## src/hw/rtl/slha_pkg.sv

```systemverilog
`timescale 1ns / 1ps
`default_nettype none
// ----------------------------------------------------------------------------
// slha_pkg
// Shared types and constants of the status LED HSV animator.
// ----------------------------------------------------------------------------
package slha_pkg;

  localparam int unsigned ERROR_PEAK_LEVEL_DEF = 255;
  localparam int unsigned CFG_AW = 5;

  localparam logic [2:0] REG_MIN_INTERVAL = 3'd0;
  localparam logic [2:0] REG_IDLE_TIMEOUT = 3'd1;
  localparam logic [2:0] REG_HUE_STEP     = 3'd2;
  localparam logic [2:0] REG_ACTIVE_LEVEL = 3'd3;
  localparam logic [2:0] REG_IDLE_FLOOR   = 3'd4;
  localparam logic [2:0] REG_IDLE_PERIOD  = 3'd5;
  localparam logic [2:0] REG_ERROR_PERIOD = 3'd6;
  localparam logic [2:0] REG_ERROR_FLOOR  = 3'd7;

  localparam logic [1:0] MODE_ACTIVE = 2'd0;
  localparam logic [1:0] MODE_IDLE   = 2'd1;
  localparam logic [1:0] MODE_ERROR  = 2'd2;

  typedef struct packed {
    logic        kind;
    logic [31:0] now_time;
    logic        relaying;
  } in_item_t;

  typedef struct packed {
    logic [7:0] green;
    logic [7:0] red;
    logic [7:0] blue;
    logic [1:0] mode_code;
  } out_item_t;

endpackage
`default_nettype wire

```

## src/hw/rtl/slha_divu.sv

```systemverilog
`timescale 1ns / 1ps
`default_nettype none
// ----------------------------------------------------------------------------
// slha_divu
// Restoring radix-2 divider: one quotient bit per cycle.
// ----------------------------------------------------------------------------
module slha_divu #(
  parameter int unsigned W = 32
) (
  input  wire logic         clk,
  input  wire logic         rst_n,
  input  wire logic         start,
  input  wire logic [W-1:0] dividend,
  input  wire logic [W-1:0] divisor,
  output logic              done,
  output logic [W-1:0]      quot,
  output logic [W-1:0]      rem
);

  localparam int unsigned CW = $clog2(W + 1);

  logic [W-1:0]  q_r, q_nxt, r_r, r_nxt, d_r;
  logic [CW-1:0] cnt_r, cnt_nxt;
  logic          busy_r, busy_nxt, done_r, done_nxt;
  logic [W:0]    trial;

  always_comb begin
    q_nxt = q_r; r_nxt = r_r; cnt_nxt = cnt_r; busy_nxt = busy_r; done_nxt = 1'b0;
    trial = {r_r, q_r[W-1]};
    if (start) begin
      q_nxt = dividend; r_nxt = '0; cnt_nxt = CW'(W); busy_nxt = 1'b1;
    end else if (busy_r) begin
      if (trial >= {1'b0, d_r}) begin
        r_nxt = W'(trial - {1'b0, d_r});
        q_nxt = {q_r[W-2:0], 1'b1};
      end else begin
        r_nxt = trial[W-1:0];
        q_nxt = {q_r[W-2:0], 1'b0};
      end
      cnt_nxt = cnt_r - CW'(1);
      if (cnt_r == CW'(1)) begin
        busy_nxt = 1'b0; done_nxt = 1'b1;
      end
    end
  end

  always_ff @(posedge clk) begin
    if (!rst_n) begin
      busy_r <= 1'b0; done_r <= 1'b0; cnt_r <= '0;
    end else begin
      busy_r <= busy_nxt; done_r <= done_nxt; cnt_r <= cnt_nxt;
    end
    q_r <= q_nxt; r_r <= r_nxt;
    if (start) d_r <= divisor;
  end

  assign done = done_r;
  assign quot = q_r;
  assign rem  = r_r;

endmodule
`default_nettype wire

```

## src/hw/rtl/status_led_hsv_animator.sv

```systemverilog
`timescale 1ns / 1ps
`default_nettype none
// Flow: a report or a tick without a frame ends after the decide step;
// an active-mode frame skips the wave and a flat wave skips its divides;
// a breathing wave runs two 32-bit serial divides for the wave (now mod
// period, level quotient); every frame runs two for the HSV /255 products.
// Throughput: one transaction at a time; a waiting frame holds only the
// final step. Reset: synchronous, clears hue and times, config to defaults.
// ----------------------------------------------------------------------------
// status_led_hsv_animator
// Picks the LED mode, computes the breathing level and converts HSV to GRB.
// ----------------------------------------------------------------------------
module status_led_hsv_animator #(
  parameter int unsigned ERROR_PEAK_LEVEL = slha_pkg::ERROR_PEAK_LEVEL_DEF
) (
  input  wire logic                       clk,
  input  wire logic                       rst_n,
  input  wire logic                       in_valid,
  output logic                            in_stall,
  input  wire slha_pkg::in_item_t         in_data,
  output logic                            out_valid,
  input  wire logic                       out_stall,
  output slha_pkg::out_item_t             out_data,
  input  wire logic                       psel,
  input  wire logic                       penable,
  input  wire logic                       pwrite,
  input  wire logic [slha_pkg::CFG_AW-1:0] paddr,
  input  wire logic [31:0]                pwdata,
  output logic [31:0]                     prdata,
  output logic                            pready
);

  typedef enum logic [3:0] {
    S_IDLE, S_DECIDE, S_MOD, S_MODW, S_LVL, S_LVLW, S_HSV, S_P,
    S_PW, S_P2, S_P2W, S_DONE
  } state_t;

  state_t      state_r;
  logic [15:0] min_int_r, idle_to_r, idle_per_r, err_per_r;
  logic [7:0]  hue_step_r, act_lvl_r, idle_fl_r, err_fl_r;
  logic [7:0]  hue_acc_r, last_hue_r;
  logic [31:0] last_emit_r, last_rep_r;
  logic        started_r;
  slha_pkg::in_item_t  item_r;
  slha_pkg::out_item_t res_r;
  logic        res_v_r;
  logic [1:0]  mode_r;
  logic [7:0]  hue_r, lvl_r, lo_r, hi_r, rem_r;
  logic [15:0] period_r, up_r;
  logic [7:0]  qv_r, tv_r;

  logic        dv_start, dv_done;
  logic [31:0] dv_a, dv_b, dv_q, dv_rm;

  slha_divu #(.W(32)) u_div (
    .clk(clk), .rst_n(rst_n), .start(dv_start), .dividend(dv_a), .divisor(dv_b),
    .done(dv_done), .quot(dv_q), .rem(dv_rm)
  );

  logic        cfg_wr;
  logic [2:0]  cfg_idx;
  assign pready  = 1'b1;
  assign cfg_wr  = psel && penable && pwrite;
  assign cfg_idx = paddr[4:2];

  always_comb begin
    unique case (cfg_idx)
      slha_pkg::REG_MIN_INTERVAL: prdata = {16'd0, min_int_r};
      slha_pkg::REG_IDLE_TIMEOUT: prdata = {16'd0, idle_to_r};
      slha_pkg::REG_HUE_STEP:     prdata = {24'd0, hue_step_r};
      slha_pkg::REG_ACTIVE_LEVEL: prdata = {24'd0, act_lvl_r};
      slha_pkg::REG_IDLE_FLOOR:   prdata = {24'd0, idle_fl_r};
      slha_pkg::REG_IDLE_PERIOD:  prdata = {16'd0, idle_per_r};
      slha_pkg::REG_ERROR_PERIOD: prdata = {16'd0, err_per_r};
      default:                    prdata = {24'd0, err_fl_r};
    endcase
  end

  logic res_free, res_load;
  assign res_free  = !res_v_r || !out_stall;
  assign res_load  = (state_r == S_DONE) && res_free;
  assign in_stall  = (state_r != S_IDLE);
  assign out_valid = res_v_r;
  assign out_data  = res_r;

  logic [31:0] d_rep, d_emit;
  logic [1:0]  mode_c;
  logic        want_c;
  assign d_rep  = item_r.now_time - last_rep_r;
  assign d_emit = item_r.now_time - last_emit_r;
  always_comb begin
    if (!item_r.relaying) mode_c = slha_pkg::MODE_ERROR;
    else if (d_rep >= {16'd0, idle_to_r}) mode_c = slha_pkg::MODE_IDLE;
    else mode_c = slha_pkg::MODE_ACTIVE;
    if (mode_c == slha_pkg::MODE_ACTIVE)
      want_c = !started_r || (hue_acc_r != last_hue_r && d_emit >= {16'd0, min_int_r});
    else
      want_c = !started_r || (d_emit >= {16'd0, min_int_r});
  end

  // wave and hsv helpers
  logic [15:0] half_c, ph_c, up_c;
  logic [7:0]  diff_c;
  logic [23:0] prod_c;
  logic [10:0] h6_c;
  logic [2:0]  region_c;
  logic [7:0]  rem_c, lo_eff;
  assign half_c = {1'b0, period_r[15:1]};
  assign ph_c   = dv_rm[15:0];
  always_comb begin
    up_c = (ph_c < half_c) ? ph_c : (period_r - ph_c);
    if (up_c > half_c) up_c = half_c;
  end
  assign lo_eff = (lo_r > hi_r) ? hi_r : lo_r;
  assign diff_c = hi_r - lo_eff;
  assign prod_c = {16'd0, diff_c} * {8'd0, up_r};
  assign h6_c   = 11'(hue_r) * 11'd6;
  always_comb begin
    if (h6_c >= 11'd1530) begin region_c = 3'd5; rem_c = 8'd255; end
    else if (h6_c >= 11'd1275) begin region_c = 3'd5; rem_c = 8'(h6_c - 11'd1275); end
    else if (h6_c >= 11'd1020) begin region_c = 3'd4; rem_c = 8'(h6_c - 11'd1020); end
    else if (h6_c >= 11'd765) begin region_c = 3'd3; rem_c = 8'(h6_c - 11'd765); end
    else if (h6_c >= 11'd510) begin region_c = 3'd2; rem_c = 8'(h6_c - 11'd510); end
    else if (h6_c >= 11'd255) begin region_c = 3'd1; rem_c = 8'(h6_c - 11'd255); end
    else begin region_c = 3'd0; rem_c = 8'(h6_c); end
  end

  logic [2:0] region_r;

  always_comb begin
    dv_start = 1'b0; dv_a = '0; dv_b = 32'd1;
    unique case (state_r)
      S_MOD: begin dv_start = 1'b1; dv_a = item_r.now_time; dv_b = {16'd0, period_r}; end
      S_LVL: begin dv_start = 1'b1; dv_a = {8'd0, prod_c}; dv_b = {16'd0, half_c}; end
      S_P:  begin dv_start = 1'b1; dv_a = 32'(lvl_r) * 32'(8'd255 - rem_r); dv_b = 32'd255; end
      S_P2: begin dv_start = 1'b1; dv_a = 32'(lvl_r) * 32'(rem_r); dv_b = 32'd255; end
      default: ;
    endcase
  end

  always_ff @(posedge clk) begin
    if (!rst_n) begin
      state_r <= S_IDLE; res_v_r <= 1'b0;
      min_int_r <= 16'd16; idle_to_r <= 16'd2000; hue_step_r <= 8'd1;
      act_lvl_r <= 8'd64; idle_fl_r <= 8'd8; idle_per_r <= 16'd3000;
      err_per_r <= 16'd1000; err_fl_r <= 8'd8;
      hue_acc_r <= '0; last_hue_r <= '0; last_emit_r <= '0; last_rep_r <= '0;
      started_r <= 1'b0;
    end else begin
      if (cfg_wr) begin
        unique case (cfg_idx)
          slha_pkg::REG_MIN_INTERVAL: min_int_r  <= pwdata[15:0];
          slha_pkg::REG_IDLE_TIMEOUT: idle_to_r  <= pwdata[15:0];
          slha_pkg::REG_HUE_STEP:     hue_step_r <= pwdata[7:0];
          slha_pkg::REG_ACTIVE_LEVEL: act_lvl_r  <= pwdata[7:0];
          slha_pkg::REG_IDLE_FLOOR:   idle_fl_r  <= pwdata[7:0];
          slha_pkg::REG_IDLE_PERIOD:  idle_per_r <= pwdata[15:0];
          slha_pkg::REG_ERROR_PERIOD: err_per_r  <= pwdata[15:0];
          default:                    err_fl_r   <= pwdata[7:0];
        endcase
      end
      if (res_load) res_v_r <= 1'b1;
      else if (!out_stall) res_v_r <= 1'b0;
      unique case (state_r)
        S_IDLE: if (in_valid) begin
          item_r <= in_data; state_r <= S_DECIDE;
        end
        S_DECIDE: begin
          if (item_r.kind) begin
            hue_acc_r <= hue_acc_r + hue_step_r; last_rep_r <= item_r.now_time;
            state_r <= S_IDLE;
          end else if (!want_c) begin
            state_r <= S_IDLE;
          end else begin
            mode_r <= mode_c;
            last_emit_r <= item_r.now_time; started_r <= 1'b1;
            if (mode_c == slha_pkg::MODE_ERROR) begin
              hue_r <= '0; lo_r <= err_fl_r; hi_r <= 8'(ERROR_PEAK_LEVEL);
              period_r <= err_per_r;
            end else begin
              hue_r <= hue_acc_r; lo_r <= idle_fl_r; hi_r <= act_lvl_r;
              period_r <= idle_per_r;
            end
            if (mode_c == slha_pkg::MODE_ACTIVE) begin
              last_hue_r <= hue_acc_r; lvl_r <= act_lvl_r; state_r <= S_HSV;
            end else begin
              state_r <= S_MOD;
            end
          end
        end
        S_MOD: begin
          if (period_r[15:1] == 15'd0) begin lvl_r <= hi_r; state_r <= S_HSV; end
          else state_r <= S_MODW;
        end
        S_MODW: if (dv_done) begin
          up_r <= up_c; state_r <= S_LVL;
        end
        S_LVL: state_r <= S_LVLW;
        S_LVLW: if (dv_done) begin
          lvl_r <= lo_eff + dv_q[7:0]; state_r <= S_HSV;
        end
        S_HSV: begin
          region_r <= region_c; rem_r <= rem_c; state_r <= S_P;
        end
        S_P: state_r <= S_PW;
        S_PW: if (dv_done) begin
          // t = v*(255-(255-rem))/255 ... with s=255: t=v*rem/255, q=v*(255-rem)/255
          qv_r <= dv_q[7:0]; state_r <= S_P2;
        end
        S_P2: state_r <= S_P2W;
        S_P2W: if (dv_done) begin
          tv_r <= dv_q[7:0]; state_r <= S_DONE;
        end
        S_DONE: if (res_free) begin
          unique case (region_r)
            3'd0: begin res_r.red <= lvl_r; res_r.green <= tv_r; res_r.blue <= 8'd0; end
            3'd1: begin res_r.red <= qv_r; res_r.green <= lvl_r; res_r.blue <= 8'd0; end
            3'd2: begin res_r.red <= 8'd0; res_r.green <= lvl_r; res_r.blue <= tv_r; end
            3'd3: begin res_r.red <= 8'd0; res_r.green <= qv_r; res_r.blue <= lvl_r; end
            3'd4: begin res_r.red <= tv_r; res_r.green <= 8'd0; res_r.blue <= lvl_r; end
            default: begin res_r.red <= lvl_r; res_r.green <= 8'd0; res_r.blue <= qv_r; end
          endcase
          res_r.mode_code <= mode_r; state_r <= S_IDLE;
        end
        default: state_r <= S_IDLE;
      endcase
    end
  end

  logic unused_ok;
  assign unused_ok = ^{dv_q[31:8], dv_rm[31:16]};

  assert property (@(posedge clk) disable iff (!rst_n)
    (state_r == S_DONE && out_valid && out_stall) |=> state_r == S_DONE)
    else $error("new result loaded over a held one");
  assert property (@(posedge clk) disable iff (!rst_n)
    (out_valid && out_stall) |=> out_valid && $stable(out_data))
    else $error("held result changed");
  assert property (@(posedge clk) disable iff (!rst_n)
    out_valid |-> out_data.mode_code != 2'd3)
    else $error("bad mode code");
  assert property (@(posedge clk) disable iff (!rst_n)
    (in_valid && !in_stall) |=> state_r == S_DECIDE)
    else $error("accepted transaction not taken");

endmodule
`default_nettype wire
```

## config.mk

```make
export PLATFORM = sky130hd
export DESIGN_NAME = status_led_hsv_animator
export DESIGN_NICKNAME = d
export VERILOG_FILES = /design/src/hw/rtl/slha_pkg.sv /design/src/hw/rtl/slha_divu.sv /design/src/hw/rtl/status_led_hsv_animator.sv
export SDC_FILE = /design/constraint.sdc
export NUM_CORES = 2
export LEC_CHECK = 0
export BUFFER_PORTS_ARGS = -buffer_cell sky130_fd_sc_hd__buf_2
export CAP_MARGIN = 40
export CORE_MARGIN = 10
export CORE_UTILIZATION = 35
export CTS_CLUSTER_DIAMETER = 30
export DETAILED_ROUTE_END_ITERATION = 10
export SETUP_SLACK_MARGIN = 0.15
export SYNTH_ARGS = -nofsm -noshare
export SYNTH_HDL_FRONTEND = slang
export SYNTH_SLANG_ARGS = --single-unit
```

## constraint.sdc

```tcl
create_clock -name clk -period 8.4 [get_ports clk]
set_input_delay 1.68 -clock clk [delete_from_list [all_inputs] [get_ports clk]]
set_output_delay 1.68 -clock clk [all_outputs]
set_load 0.03 [all_outputs]
```

==> implementation parameters <==
Parameter                              Value

CTS
  Buffer levels on the longest clock path    3
  Total of hold buffers inserted after clock tree synthesis    0
  Cell at the root of the clock tree    sky130_fd_sc_hd__clkbuf_16
  Number of buffers inserted during clock tree synthesis    96
  H-Tree Depth    3
  CTS tree    built
  Clk Latency, worst-skew pair    660 ps
  Clock-pin transition on the worst setup and hold timing paths    50 ps
  Clock sink count    422

Global route
  Number of antenna violations at the first check in global routing    6
  Total global routing track utilization    0.175
  Grt ovf    0
  Maximum number of pins on one net before global-route repair    99
  Vias in the first global route    29000
  Wire length of the first global-routing pass    162 mm

Layout
  Antenna fix cells    0
  Cell area after layout    41100 sq um
  Share of post-route cells with drive strength above 1    0.106
  Seq. cell area    10500 sq um
  Most used cells in the layout excluding fill and tap cells    sky130_fd_sc_hd__nand2_1, sky130_fd_sc_hd__inv_1, sky130_fd_sc_hd__ha_1
  FILL cells    9919
  Area taken by multi-input logic gates    22700 sq um
  Count of nets after finishing    4719
  Commonest non-fill, non-tap cell in the layout    sky130_fd_sc_hd__nand2_1
  Relative area change from synthesis to final layout    16.1%

Logic synthesis
  Seq cells post-synth    422
  Distinct cell type count of the synthesized netlist    84
  Post-Synth Simple-Gate Area    0.181
  Number of synthesized flops with an enable pin    200
  Share of synthesized flip-flops with an asynchronous set or reset    0
  Xor-xnor portion of the synthesized cell area    0.0390
  Area fraction in compound gates after synthesis    0.164
  Sequential fraction of the synthesis area    0.295
  Main combinational cell family by area after synthesis    adder cells
  Post-Synthesis Cell Area    35400 sq um
  Mean area per synthesized cell    8.71 sq um
  Number of warnings printed during yosys synthesis    0
  Predominant post-synthesis flop cell    sky130_fd_sc_hd__dfxtp_1
  Multiplexer area fraction after synthesis    0.0436
  Number of cells produced by synthesis    4071
  Fraction of the mapped netlist area in adder cells    0.207

STA
  Final setup skew    33.8 ps
  Slew at the pin closest to its max-slew limit    895 ps
  Worst hold slack    451 ps
  Post-layout min period    7910 ps
  Final hold viol count    0
  Max-Slew Margin vs Limit    0.388
  Final worst slack    493 ps
  Max Fclk    126 MHz
  RSZ-0062 raised after global routing    yes
  Final setup violation count    0
  Period Utilization, post-route    0.941
  Setup TNS    0 ps
  Max-slew violation total from the final report    0

Floorplan
  Chip Width    338 um
  Core footprint    100000 sq um
  Starting utilization of the core area    0.353
  Die Ht    338 um
  Overall die area    114000 sq um
  Number of cell rows    116
  Boundary Pins    139

Critical path
  Critical path startpoint category    flop
  Worst-path fanout max    11
  Delay of the slowest critical-path stage    570 ps
  Register-to-Register Setup Slack    490 ps
  Startpoint of the worst setup timing path    hi_r[1]$_SDFFCE_PN1P_
  Worst reg2reg startpoint    hi_r[1]$_SDFFCE_PN1P_
  Worst path arrival time    8300 ps
  RR Endpoint    u_div.quot[17]$_DFFE_PP_
  Length in cells of the worst reg-to-reg path    41
  Setup crit end kind    flop
  Kind of critical path    reg -> reg
  Data required time of the worst path    8790 ps
  Slowest library cell on the worst path    sky130_fd_sc_hd__fa_1
  Endpoint of the most critical setup path    u_div.quot[17]$_DFFE_PP_

Pwr
  Lkg Pwr    17.1 nW
  Combinational share of power    0.347
  Net switching fraction of the power    0.344
  Switching power total    3.46 mW
  P per Cell Area    245 nW/um^2
  Total power of the final layout    10.1 mW
  Sequential share of power    0.251
  Peak supply drop    0.174 mV
  Int Power    6.60 mW
  Clock Power Share    0.402

Route
  Average wire length per cell after detail routing    18.3 um
  First-pass DRT Iterations    7
  DRC viols    0
  Post-route ant nets    0
  Number of vias after detailed routing    29100
  WL final    103 mm
  Routed via count divided by cell count    5.21
  DRC marker count from the first detailed-route iteration    1958

Place
  Dpl hpwl    78.0 mm
  I/O Buffers    103
  Gp weighted congestion    0.906
  Standard cell area after detailed placement    37400 sq um
  Pre-CTS setup slack    21.4 ps

Hold path
  Class of the tightest hold or removal check    reg -> reg

Run status
  Result of the run    completed

Run
  Max capacitance violation total    0
power by group through the flow:
stage / Combinational (mW) / Clock [mW] / Sequential, mW
after floorplan: 2.62 / 0 / 2.47
after global placement: 3.33 / 0 / 2.55
after detailed placement: 3.38 / 0 / 2.55
after CTS: 3.42 / 4.11 / 2.52
after global routing: 3.93 / 4.21 / 2.54
final: 3.49 / 4.05 / 2.52
layer usage:
metal  track usage  part of all wire  vias to the layer above
met5             0                 0                        -
met4        0.0572             0.030                        0
met3        0.0300             0.060                      170
met2         0.288              0.46                      768
met1         0.230              0.45                    14000
li1              -                 -                    14200
stage by stage:
stage	util	std cells
global placement	0.372	5394
floorplan	-	4087
detailed placement	0.373	5408
finish	0.410	5596
global route	0.410	5596
CTS	0.409	5592
cells in the mapped netlist, types with 122 or more instances:
library cell | n | area, sq um
sky130_fd_sc_hd__nand2_1 | 544 | 2040
sky130_fd_sc_hd__inv_1 | 430 | 1610
sky130_fd_sc_hd__clkbuf_1 | 173 | 649
sky130_fd_sc_hd__a21oi_1 | 238 | 1190
sky130_fd_sc_hd__edfxtp_1 | 200 | 6010
sky130_fd_sc_hd__nor2_1 | 190 | 713
sky130_fd_sc_hd__ha_1 | 321 | 4020
sky130_fd_sc_hd__nor2b_1 | 122 | 763
sky130_fd_sc_hd__dfxtp_1 | 222 | 4440
sky130_fd_sc_hd__fa_1 | 165 | 3300
sky130_fd_sc_hd__o21ai_0 | 172 | 861
sky130_fd_sc_hd__and2_1 | 125 | 782
kinds of logic (layout without fill, tap and decap cells):
| kind of cell | after synthesis | after routing |
|---|---|---|
| other cells | 2 | 18 |
| fa+ha+maj | 486 | 486 |
| compound gates | 884 | 884 |
| mux | 145 | 145 |
| flops | 422 | 422 |
| simple gates | 1333 | 1333 |
| buf+inv | 641 | 793 |
| xor+xnor | 158 | 158 |
state kept, by name, indices dropped and copies added (netlist names), 26 cells and up:
register	count
item_r	34
last_emit_r	32
u_div.rem	32
out_data	26
u_div.quot	32
last_rep_r	32
worst max-delay path: cells and delay by family, from the launching register on:
family / cells / cell delay (ps)
fa+ha+maj: 7 / 2890
compound gates: 17 / 2600
simple gates: 10 / 1020
buf+inv: 6 / 610
flops: 1 / 410
xor+xnor: 1 / 130
final cells by class:
cell class	count	share of cell area
multi-input cells	3024	0.552
flip-flops and latches	422	0.254
clock buffers	110	0.0622
well taps	1357	0.0413
inverters	432	0.0394
repair buffers	179	0.0274
clock inverters	72	0.0241
worst min path at each step:
| stage | from | end | slack (ps) | depth (start not counted) |
|---|---|---|---|---|
| after global placement | last_emit_r[13]$_SDFFE_PN0P_ | last_emit_r[13]$_SDFFE_PN0P_ | 440 | 2 |
| after CTS | last_emit_r[17]$_SDFFE_PN0P_ | last_emit_r[17]$_SDFFE_PN0P_ | 460 | 2 |
| after detailed placement | last_emit_r[19]$_SDFFE_PN0P_ | last_emit_r[19]$_SDFFE_PN0P_ | 450 | 2 |
| final | last_emit_r[17]$_SDFFE_PN0P_ | last_emit_r[17]$_SDFFE_PN0P_ | 450 | 2 |
| after global routing | last_emit_r[15]$_SDFFE_PN0P_ | last_emit_r[15]$_SDFFE_PN0P_ | 470 | 2 |
| after floorplan | mode_r[0]$_DFFE_PP_ | out_data[0]$_DFFE_PP_ | 400 | 0 |
what timing repair did:
item	CTS	global route
pin swaps	0	21
endpoints found under the setup margin	6	12
cloned	0	0
gates resized for setup	2	28
setup buffers	2	4
(Power assumes the default switching activity.)
